`src/hdl/rtba_pkg.sv`:
```
// rtba_pkg: shared types, codes and constants of the region table block allocator.
// Depends on nothing; imported by every module in hdl/.
`timescale 1ns / 1ps

package rtba_pkg;

    // Default table depth
    localparam int NUM_REGIONS_DEF = 8;

    // Address arithmetic constants
    localparam logic [15:0] CHIP_TYPE  = 16'h0002;
    localparam logic [31:0] ALIGN_MASK = 32'hFFFF_0000;
    localparam logic [31:0] BLOCK_SIZE = 32'h0001_0000;

    // Operation codes (code 3 is unused and does nothing)
    localparam logic [1:0] OP_LOAD    = 2'd0;
    localparam logic [1:0] OP_ALLOC   = 2'd1;
    localparam logic [1:0] OP_LARGEST = 2'd2;

    // One request
    typedef struct packed {
        logic [1:0]  op;
        logic [2:0]  entry_index;
        logic [15:0] entry_type;
        logic [31:0] entry_start;
        logic [31:0] entry_end;
    } req_t;

    // One result
    typedef struct packed {
        logic [31:0] block_address;
        logic [31:0] block_size;
        logic        granted;
        logic        all_ok;
    } res_t;

    // Controller states
    typedef enum logic [2:0] {
        ST_IDLE,
        ST_DECODE,
        ST_ALLOC_SCAN,
        ST_FREE_SCAN,
        ST_ALLOC_WRITE,
        ST_BIG_SCAN,
        ST_BIG_WRITE
    } state_t;

    // Which result the datapath builds on finish
    typedef enum logic [1:0] {
        RES_FAIL,
        RES_LOAD,
        RES_ALLOC,
        RES_BIG
    } res_kind_t;

    // Controller to datapath commands
    typedef struct packed {
        logic      capture;
        logic      ptr_clr;
        logic      ptr_inc;
        logic      hit_save;
        logic      best_en;
        logic      wr_load;
        logic      wr_leftover;
        logic      wr_hit_end;
        logic      wr_best_end;
        logic      clr_ok;
        logic      finish;
        res_kind_t res_kind;
    } cmd_t;

    // Datapath to controller status
    typedef struct packed {
        logic [1:0] op;
        logic       load_ok;
        logic       last;
        logic       alloc_hit;
        logic       need_split;
        logic       slot_empty;
        logic       best_found;
    } status_t;

endpackage

```
`src/hdl/rtba_dp.sv`:
```
// rtba_dp: datapath of the region table allocator: region table, scan pointer,
// hit and best trackers, ok flag and result register. Depends on rtba_pkg.
`timescale 1ns / 1ps

module rtba_dp
    import rtba_pkg::*;
#(
    parameter int NUM_REGIONS = NUM_REGIONS_DEF
)
(
    input  logic    clk,
    input  logic    rst_n,
    input  req_t    request,
    input  cmd_t    cmd,
    output status_t status,
    output res_t    result,
    output logic    done
);

    localparam int IDX_W = $clog2(NUM_REGIONS);

    // Region table
    logic [15:0] type_reg  [NUM_REGIONS];
    logic [31:0] start_reg [NUM_REGIONS];
    logic [31:0] end_reg   [NUM_REGIONS];

    req_t             req_reg;
    logic [IDX_W-1:0] ptr_reg;
    logic [IDX_W-1:0] hit_idx_reg;
    logic [31:0]      hit_top_reg;
    logic [31:0]      hit_addr_reg;
    logic [31:0]      hit_end_reg;
    logic [15:0]      hit_type_reg;
    logic [IDX_W-1:0] best_idx_reg;
    logic [31:0]      best_start_reg;
    logic [31:0]      best_size_reg;
    logic             best_found_reg;
    logic             ok_reg;
    res_t             result_reg;
    res_t             result_next;
    logic             done_reg;

    logic [15:0]      rd_type;
    logic [31:0]      rd_start;
    logic [31:0]      rd_end;
    logic [31:0]      rd_top;
    logic [31:0]      rd_addr;
    logic [31:0]      rd_size;
    logic             rd_bigger;

    logic             we_type;
    logic             we_start;
    logic             we_end;
    logic [IDX_W-1:0] waddr;
    logic [15:0]      wtype;
    logic [31:0]      wstart;
    logic [31:0]      wend;

    // Read the entry under the scan pointer
    assign rd_type   = type_reg[ptr_reg];
    assign rd_start  = start_reg[ptr_reg];
    assign rd_end    = end_reg[ptr_reg];
    assign rd_top    = rd_end & ALIGN_MASK;
    assign rd_addr   = rd_top - BLOCK_SIZE;
    assign rd_size   = rd_end - rd_start;
    assign rd_bigger = (rd_end != 32'd0) && (rd_size > best_size_reg);

    // Status back to the controller
    always_comb
    begin
        status.op         = req_reg.op;
        status.load_ok    = (32'(req_reg.entry_index) < 32'(NUM_REGIONS));
        status.last       = (ptr_reg == IDX_W'(NUM_REGIONS - 1));
        status.alloc_hit  = (rd_end != 32'd0) && (rd_type == CHIP_TYPE)
                            && (rd_top >= BLOCK_SIZE) && (rd_addr >= rd_start);
        status.need_split = (rd_top < rd_end);
        status.slot_empty = (rd_end == 32'd0);
        status.best_found = best_found_reg;
    end

    // Single table write port
    always_comb
    begin
        we_type  = 1'b0;
        we_start = 1'b0;
        we_end   = 1'b0;
        waddr    = ptr_reg;
        wtype    = req_reg.entry_type;
        wstart   = req_reg.entry_start;
        wend     = req_reg.entry_end;
        if (cmd.wr_load)
        begin
            we_type  = 1'b1;
            we_start = 1'b1;
            we_end   = 1'b1;
            waddr    = IDX_W'(req_reg.entry_index);
        end
        else if (cmd.wr_leftover)
        begin
            we_type  = 1'b1;
            we_start = 1'b1;
            we_end   = 1'b1;
            wtype    = hit_type_reg;
            wstart   = hit_top_reg;
            wend     = hit_end_reg;
        end
        else if (cmd.wr_hit_end)
        begin
            we_end = 1'b1;
            waddr  = hit_idx_reg;
            wend   = hit_addr_reg;
        end
        else if (cmd.wr_best_end)
        begin
            we_end = 1'b1;
            waddr  = best_idx_reg;
            wend   = best_start_reg;
        end
    end

    // Table storage, cleared at reset
    always_ff @(posedge clk or negedge rst_n)
    begin
        if (!rst_n)
        begin
            for (int i = 0; i < NUM_REGIONS; i++)
            begin
                type_reg[i]  <= '0;
                start_reg[i] <= '0;
                end_reg[i]   <= '0;
            end
        end
        else
        begin
            for (int i = 0; i < NUM_REGIONS; i++)
            begin
                if (waddr == IDX_W'(i))
                begin
                    if (we_type)
                        type_reg[i] <= wtype;
                    if (we_start)
                        start_reg[i] <= wstart;
                    if (we_end)
                        end_reg[i] <= wend;
                end
            end
        end
    end

    // Request latch, pointer, hit and best trackers
    always_ff @(posedge clk)
    begin
        if (cmd.capture)
            req_reg <= request;
        if (cmd.hit_save)
        begin
            hit_idx_reg  <= ptr_reg;
            hit_top_reg  <= rd_top;
            hit_addr_reg <= rd_addr;
            hit_end_reg  <= rd_end;
            hit_type_reg <= rd_type;
        end
        if (cmd.best_en && rd_bigger)
        begin
            best_idx_reg   <= ptr_reg;
            best_start_reg <= rd_start;
        end
    end

    always_ff @(posedge clk or negedge rst_n)
    begin
        if (!rst_n)
        begin
            ptr_reg        <= '0;
            best_size_reg  <= '0;
            best_found_reg <= 1'b0;
        end
        else
        begin
            if (cmd.ptr_clr)
                ptr_reg <= '0;
            else if (cmd.ptr_inc)
                ptr_reg <= ptr_reg + 1'b1;
            if (cmd.capture)
            begin
                best_size_reg  <= '0;
                best_found_reg <= 1'b0;
            end
            else if (cmd.best_en && rd_bigger)
            begin
                best_size_reg  <= rd_size;
                best_found_reg <= 1'b1;
            end
        end
    end

    // Result built from the finishing command
    always_comb
    begin
        result_next        = '0;
        result_next.all_ok = ok_reg & ~cmd.clr_ok;
        case (cmd.res_kind)
            RES_LOAD:
            begin
                result_next.granted = 1'b1;
            end
            RES_ALLOC:
            begin
                result_next.granted       = 1'b1;
                result_next.block_address = hit_addr_reg;
            end
            RES_BIG:
            begin
                result_next.granted       = 1'b1;
                result_next.block_address = best_start_reg;
                result_next.block_size    = best_size_reg;
            end
            default:
            begin
                result_next.granted = 1'b0;
            end
        endcase
    end

    // Sticky ok flag, result register and strobe
    always_ff @(posedge clk or negedge rst_n)
    begin
        if (!rst_n)
        begin
            ok_reg     <= 1'b1;
            done_reg   <= 1'b0;
            result_reg <= '0;
        end
        else
        begin
            done_reg <= cmd.finish;
            if (cmd.clr_ok)
                ok_reg <= 1'b0;
            if (cmd.finish)
                result_reg <= result_next;
        end
    end

    assign result = result_reg;
    assign done   = done_reg;

    // Checks
    a_done_follows_finish: assert property (@(posedge clk) disable iff (!rst_n)
        done |-> $past(cmd.finish))
        else $error("result strobe without a finish command");

    a_ok_falls_on_fail: assert property (@(posedge clk) disable iff (!rst_n)
        $fell(ok_reg) |-> $past(cmd.clr_ok) && $past(cmd.finish))
        else $error("ok flag cleared outside a failed allocation");

endmodule

```
`src/hdl/rtba_ctrl.sv`:
```
// rtba_ctrl: controller state machine of the region table allocator; sequences
// the table scans and writes. Depends on rtba_pkg.
`timescale 1ns / 1ps

module rtba_ctrl
    import rtba_pkg::*;
(
    input  logic    clk,
    input  logic    rst_n,
    input  logic    start,
    input  status_t status,
    output logic    busy,
    output cmd_t    cmd
);

    state_t state_reg;
    state_t state_next;

    // State register
    always_ff @(posedge clk or negedge rst_n)
    begin
        if (!rst_n)
            state_reg <= ST_IDLE;
        else
            state_reg <= state_next;
    end

    assign busy = (state_reg != ST_IDLE);

    // Next state and commands
    always_comb
    begin
        state_next = state_reg;
        cmd        = '0;
        cmd.res_kind = RES_FAIL;
        case (state_reg)
            ST_IDLE:
            begin
                if (start)
                begin
                    cmd.capture = 1'b1;
                    cmd.ptr_clr = 1'b1;
                    state_next  = ST_DECODE;
                end
            end
            ST_DECODE:
            begin
                case (status.op)
                    OP_LOAD:
                    begin
                        cmd.wr_load  = status.load_ok;
                        cmd.finish   = 1'b1;
                        cmd.res_kind = status.load_ok ? RES_LOAD : RES_FAIL;
                        state_next   = ST_IDLE;
                    end
                    OP_ALLOC:
                    begin
                        state_next = ST_ALLOC_SCAN;
                    end
                    OP_LARGEST:
                    begin
                        state_next = ST_BIG_SCAN;
                    end
                    default:
                    begin
                        cmd.finish = 1'b1;
                        state_next = ST_IDLE;
                    end
                endcase
            end
            ST_ALLOC_SCAN:
            begin
                if (status.alloc_hit)
                begin
                    cmd.hit_save = 1'b1;
                    cmd.ptr_clr  = 1'b1;
                    state_next   = status.need_split ? ST_FREE_SCAN : ST_ALLOC_WRITE;
                end
                else if (status.last)
                begin
                    cmd.clr_ok = 1'b1;
                    cmd.finish = 1'b1;
                    state_next = ST_IDLE;
                end
                else
                begin
                    cmd.ptr_inc = 1'b1;
                end
            end
            ST_FREE_SCAN:
            begin
                // leftover goes into the first empty slot, else it is dropped
                if (status.slot_empty)
                begin
                    cmd.wr_leftover = 1'b1;
                    state_next      = ST_ALLOC_WRITE;
                end
                else if (status.last)
                begin
                    state_next = ST_ALLOC_WRITE;
                end
                else
                begin
                    cmd.ptr_inc = 1'b1;
                end
            end
            ST_ALLOC_WRITE:
            begin
                cmd.wr_hit_end = 1'b1;
                cmd.finish     = 1'b1;
                cmd.res_kind   = RES_ALLOC;
                state_next     = ST_IDLE;
            end
            ST_BIG_SCAN:
            begin
                cmd.best_en = 1'b1;
                if (status.last)
                    state_next = ST_BIG_WRITE;
                else
                    cmd.ptr_inc = 1'b1;
            end
            ST_BIG_WRITE:
            begin
                cmd.wr_best_end = status.best_found;
                cmd.finish      = 1'b1;
                cmd.res_kind    = status.best_found ? RES_BIG : RES_FAIL;
                state_next      = ST_IDLE;
            end
            default:
            begin
                state_next = ST_IDLE;
            end
        endcase
    end

    // Checks
    a_finish_to_idle: assert property (@(posedge clk) disable iff (!rst_n)
        cmd.finish |=> (state_reg == ST_IDLE))
        else $error("finish did not return to idle");

    a_no_write_when_idle: assert property (@(posedge clk) disable iff (!rst_n)
        (state_reg == ST_IDLE) |->
            !(cmd.wr_load || cmd.wr_leftover || cmd.wr_hit_end || cmd.wr_best_end))
        else $error("table write while idle");

    a_clr_ok_only_on_finish: assert property (@(posedge clk) disable iff (!rst_n)
        cmd.clr_ok |-> cmd.finish && (cmd.res_kind == RES_FAIL))
        else $error("ok flag cleared without a failed result");

endmodule

```
`src/hdl/region_table_block_allocator.sv`:
```
// region_table_block_allocator: top level joining the controller and datapath.
// Depends on rtba_pkg, rtba_ctrl and rtba_dp.
`timescale 1ns / 1ps

// A request is taken when start is high and busy is low; its result appears on
// result, held until the next result, with done high for exactly one cycle,
// and cannot be held off. The block works on one request at a time. A load or
// an unused op code finishes in the decode state, and done rises as busy falls.
// Take-largest walks the table once, one slot per cycle. A 64k allocation
// walks the table to the first usable region, then, if a leftover must move,
// walks again to the first empty slot. The table has a single read pointer and
// a single write port. The table is empty after reset.
module region_table_block_allocator
    import rtba_pkg::*;
#(
    parameter int NUM_REGIONS = NUM_REGIONS_DEF
)
(
    input  logic clk,
    input  logic rst_n,
    input  logic start,
    output logic busy,
    input  req_t request,
    output res_t result,
    output logic done
);

    cmd_t    cmd;
    status_t status;

    // Sequencer
    rtba_ctrl u_ctrl (
        .clk    (clk),
        .rst_n  (rst_n),
        .start  (start),
        .status (status),
        .busy   (busy),
        .cmd    (cmd)
    );

    // Table and result datapath
    rtba_dp #(
        .NUM_REGIONS (NUM_REGIONS)
    ) u_dp (
        .clk     (clk),
        .rst_n   (rst_n),
        .request (request),
        .cmd     (cmd),
        .status  (status),
        .result  (result),
        .done    (done)
    );

endmodule

```
`config.mk`:
```
export PLATFORM = sky130hd
export DESIGN_NAME = region_table_block_allocator
export DESIGN_NICKNAME = d
export VERILOG_FILES = /design/src/hdl/rtba_pkg.sv /design/src/hdl/rtba_dp.sv /design/src/hdl/rtba_ctrl.sv /design/src/hdl/region_table_block_allocator.sv
export SDC_FILE = /design/constraint.sdc
export NUM_CORES = 2
export LEC_CHECK = 0
export ABC_AREA = 1
export ABC_CLOCK_PERIOD_IN_PS = 7600
export BUFFER_PORTS_ARGS = -buffer_cell sky130_fd_sc_hd__buf_2
export CORE_ASPECT_RATIO = 0.8
export CORE_MARGIN = 2
export CORE_UTILIZATION = 30
export CTS_CLUSTER_DIAMETER = 80
export CTS_CLUSTER_SIZE = 25
export DETAILED_ROUTE_END_ITERATION = 6
export HOLD_SLACK_MARGIN = 0.1
export PLACE_DENSITY = 0.49
export SLEW_MARGIN = 20
export SYNTH_ARGS = -nofsm -noshare
export SYNTH_HDL_FRONTEND = slang
export SYNTH_HIERARCHICAL = 1
export SYNTH_SLANG_ARGS = --single-unit
```
`constraint.sdc`:
```
create_clock -name clk -period 7.6 [get_ports clk]
set_input_delay 0.76 -clock clk [delete_from_list [all_inputs] [get_ports clk]]
set_output_delay 0.76 -clock clk [all_outputs]
set_load 0.01 [all_outputs]
```
==> impl_metrics.py <==
metrics = {
    "detailed_routing": {
        "drt-initial-drc-count": 3543,
        "viasPerCell": 4.87,
        "first_pass_iters": 5,
        "via_count": 36300,
        "routed_wl_um": 146000,
        "post_drt_wl_per_cell_um": 19.5,
        "drc_errors": 0,
        "ant_nets": 0,
    },
    "clock_tree": {
        "insertion_delay_ns": 0.70,
        "cts-htree-levels": 2,
        "path_clk_slew_ns": 0.11,
        "cts-root-buf": "clkbuf_16",
        "cts-hold-fix-buffers": 0,
        "cts.sinks": 934,
        "cts_buffers": 49,
        "post_cts_resized": 0,
        "tritoncts": "yes",
        "cts_buffer_depth": 3,
        "cts_setup_buffers": 0,
    },
    "min_path": {
        "hp-class": "in2async",
    },
    "critical_path": {
        "reg2reg_slack_ns": 1.55,
        "arrival_ns": 6.66,
        "reg2reg_from": "u_dp/ptr_reg[0]",
        "reg2regPathDepth": 23,
        "crit_fanout": 105,
        "end_kind": "flop",
        "worstSetupPathType": "reg2reg",
        "reg2reg_to": "u_dp/best_size_reg[8]",
        "critical_path_required_ns": 8.21,
        "critPathLaunchType": "flop",
    },
    "yosys": {
        "syn_inst": 5471,
        "synth_seq_cells": 934,
        "synthArstFlopShare": 0.800,
        "post-synth-top-area-cell": "dfrtp_1",
        "synth_area_leaders": "dfrtp_1 (41%), edfxtp_1 (12%), nand2_1 (8.5%)",
        "avgSynthCellArea_um2": 8.33,
        "yosysUniqueCellTypes": 46,
        "netlist.area_leader.share": 0.410,
        "syn_nets": 5646,
        "synth-edff-count": 187,
        "synthFlopType": "dfrtp_1",
        "syn_area_um2": 45600,
        "yosys_warnings": 6,
        "ys_seq_area_frac": 0.533,
    },
    "cells_and_area": {
        "synthToLayoutAreaGrowth_pct": 9.34,
        "num-nets-final": 5602,
        "drive_above_1_share": 0.0701,
        "final_cell_mix": "nand2_1 (1035), dfrtp_1 (743), inv_1 (694), nor2_1 (684), a21oi_1 (505)",
        "final_common_cell": "nand2_1",
    },
    "timing": {
        "skew_ns": 0.0327,
        "fmax_mhz": 165,
        "slew_viol_final": 0,
        "setup_ws_ns": 1.55,
        "rsz0062_at_grt": "false",
        "fin_crit_sh": 0.796,
        "finalSetupViolations": 0,
        "min_period_ns": 6.05,
        "final_hold_viol_count": 0,
        "final.setup.tns_ns": 0,
        "timing.slew.headroom": 0.279,
        "tightest_slew_ns": 1.08,
    },
    "floorplanning": {
        "die-width_um": 440,
        "num_io_pins": 156,
        "start_util": 0.303,
        "die_h_um": 353,
        "coreArea_um2": 150000,
        "num_rows": 127,
        "dieArea_um2": 155000,
    },
    "job": {
        "cap_violations": 0,
    },
    "place": {
        "dp_hpwl_um": 93600,
        "port_buffers": 155,
        "gp_congestion": 0.930,
        "dp_slack_ns": 1.69,
    },
    "grt": {
        "grt_pass1_vias": 33800,
        "antenna_found_initial": 4,
        "grt-ovfl-total": 0,
        "grt_first_pass_wirelength_um": 221000,
        "grtUsageTotal": 0.185,
        "grt_max_degree": 167,
    },
    "pwr": {
        "cellLeakagePower_nw": 23.3,
        "p_per_area_nw_per_um2": 494,
        "irDropWorstVdd_v": 0.000298,
    },
    "status": {
        "status": "complete, no violations",
    },
}
metal layers:
metal	global-route usage	share of wire	vias up
li1	-	-	17800
met1	0.283	0.49	17500
met2	0.272	0.43	912
met3	0.0275	0.059	127
met4	0.0401	0.020	2
met5	0	0.000089	-
metrics by stage:
step | utilization | total power, mW | hold slack (ns) | cells | instance area [µm²]
floorplan | - | 16.4 | 0.417 | 5471 | 45600
global placement | 0.321 | 21.3 | 0.431 | 7375 | 48300
detailed placement | 0.321 | 21.3 | 0.435 | 7375 | 48300
CTS | 0.331 | 24.6 | 0.115 | 7461 | 49800
global route | 0.331 | 26.7 | 0.150 | 7462 | 49800
finish | 0.331 | 24.6 | 0.121 | 7462 | 49800
cell type report:
cell class | instances | area, µm²
clock inverters | 21 | 211
flip-flops and latches | 934 | 24300
inverters | 709 | 2670
repair buffers | 240 | 1590
fillers | 16000 | 100000
well taps | 1999 | 2500
clock buffers | 65 | 1350
multi-input cells | 3493 | 17200
diodes | 1 | 2.50
worst max path at each step:
stage,startpoint,to,slack (ns)
after floorplan,u_dp/ptr_reg[0],u_dp/best_idx_reg[0],2.01
after global placement,u_dp/ptr_reg[0],u_dp/best_start_reg[27],1.58
after detailed placement,u_dp/ptr_reg[0],u_dp/hit_end_reg[29],1.69
after CTS,u_dp/ptr_reg[0],u_dp/hit_end_reg[24],1.63
after global routing,u_dp/ptr_reg[0],u_dp/best_size_reg[8],1.13
final,u_dp/ptr_reg[0],u_dp/best_size_reg[8],1.55
where the power goes:
part	switching [mW]	internal, mW
Sequential	0.705	6.76
Clock	1.85	1.31
Combinational	9.84	4.14
logic make-up after synthesis:
family,Yosys count,share of synthesized area
buffers and inverters,1044,0.0923
AO/OA/AOI/OAI,1267,0.155
AND/OR/NAND/NOR,2107,0.189
adder cells (fa/ha/maj),87,0.0241
multiplexers,1,0.000247
XOR/XNOR,30,0.00577
other,1,0.0000823
flip-flops,934,0.534
critical path: stages, from the launching register on:
cell	delay [ns]
dfrtp_4	0.55
inv_6	0.64
buf_12	0.33
nor2_1	0.06
o21ai_1	0.14
inv_1	0.05
o21ai_1	0.29
inv_1	0.15
ha_1	0.46
nor2_1	0.25
nand3_1	0.24
nor2_1	0.23
nand4_1	0.18
nand3_1	0.17
xor2_1	0.56
ha_1	0.27
a21oi_1	0.07
o21a_1	0.17
a21oi_1	0.14
nor2_1	0.07
a21oi_2	0.21
buf_4	0.41
nand4_1	0.14
nand2_1	0.12
Yosys cell counts (3+ instances only):
library cell,count
buf_6,11
o21a_1,3
inv_2,13
a21oi_1,506
nor2_2,7
nand3_1,265
ha_1,86
nand2_1,1036
o211ai_1,65
nand3_2,12
buf_1,21
a31oi_1,17
o21ai_0,369
xor2_1,30
o22ai_1,82
inv_1,696
clkbuf_1,189
nor2_4,4
nor3_1,16
nor2_1,686
o2111ai_1,17
o31ai_1,128
edfxtp_1,187
nand4_1,66
o21ai_1,74
buf_2,90
nand2_2,4
buf_4,24
dfrtp_1,746
No activity file was read; power rests on OpenSTA's default activity.
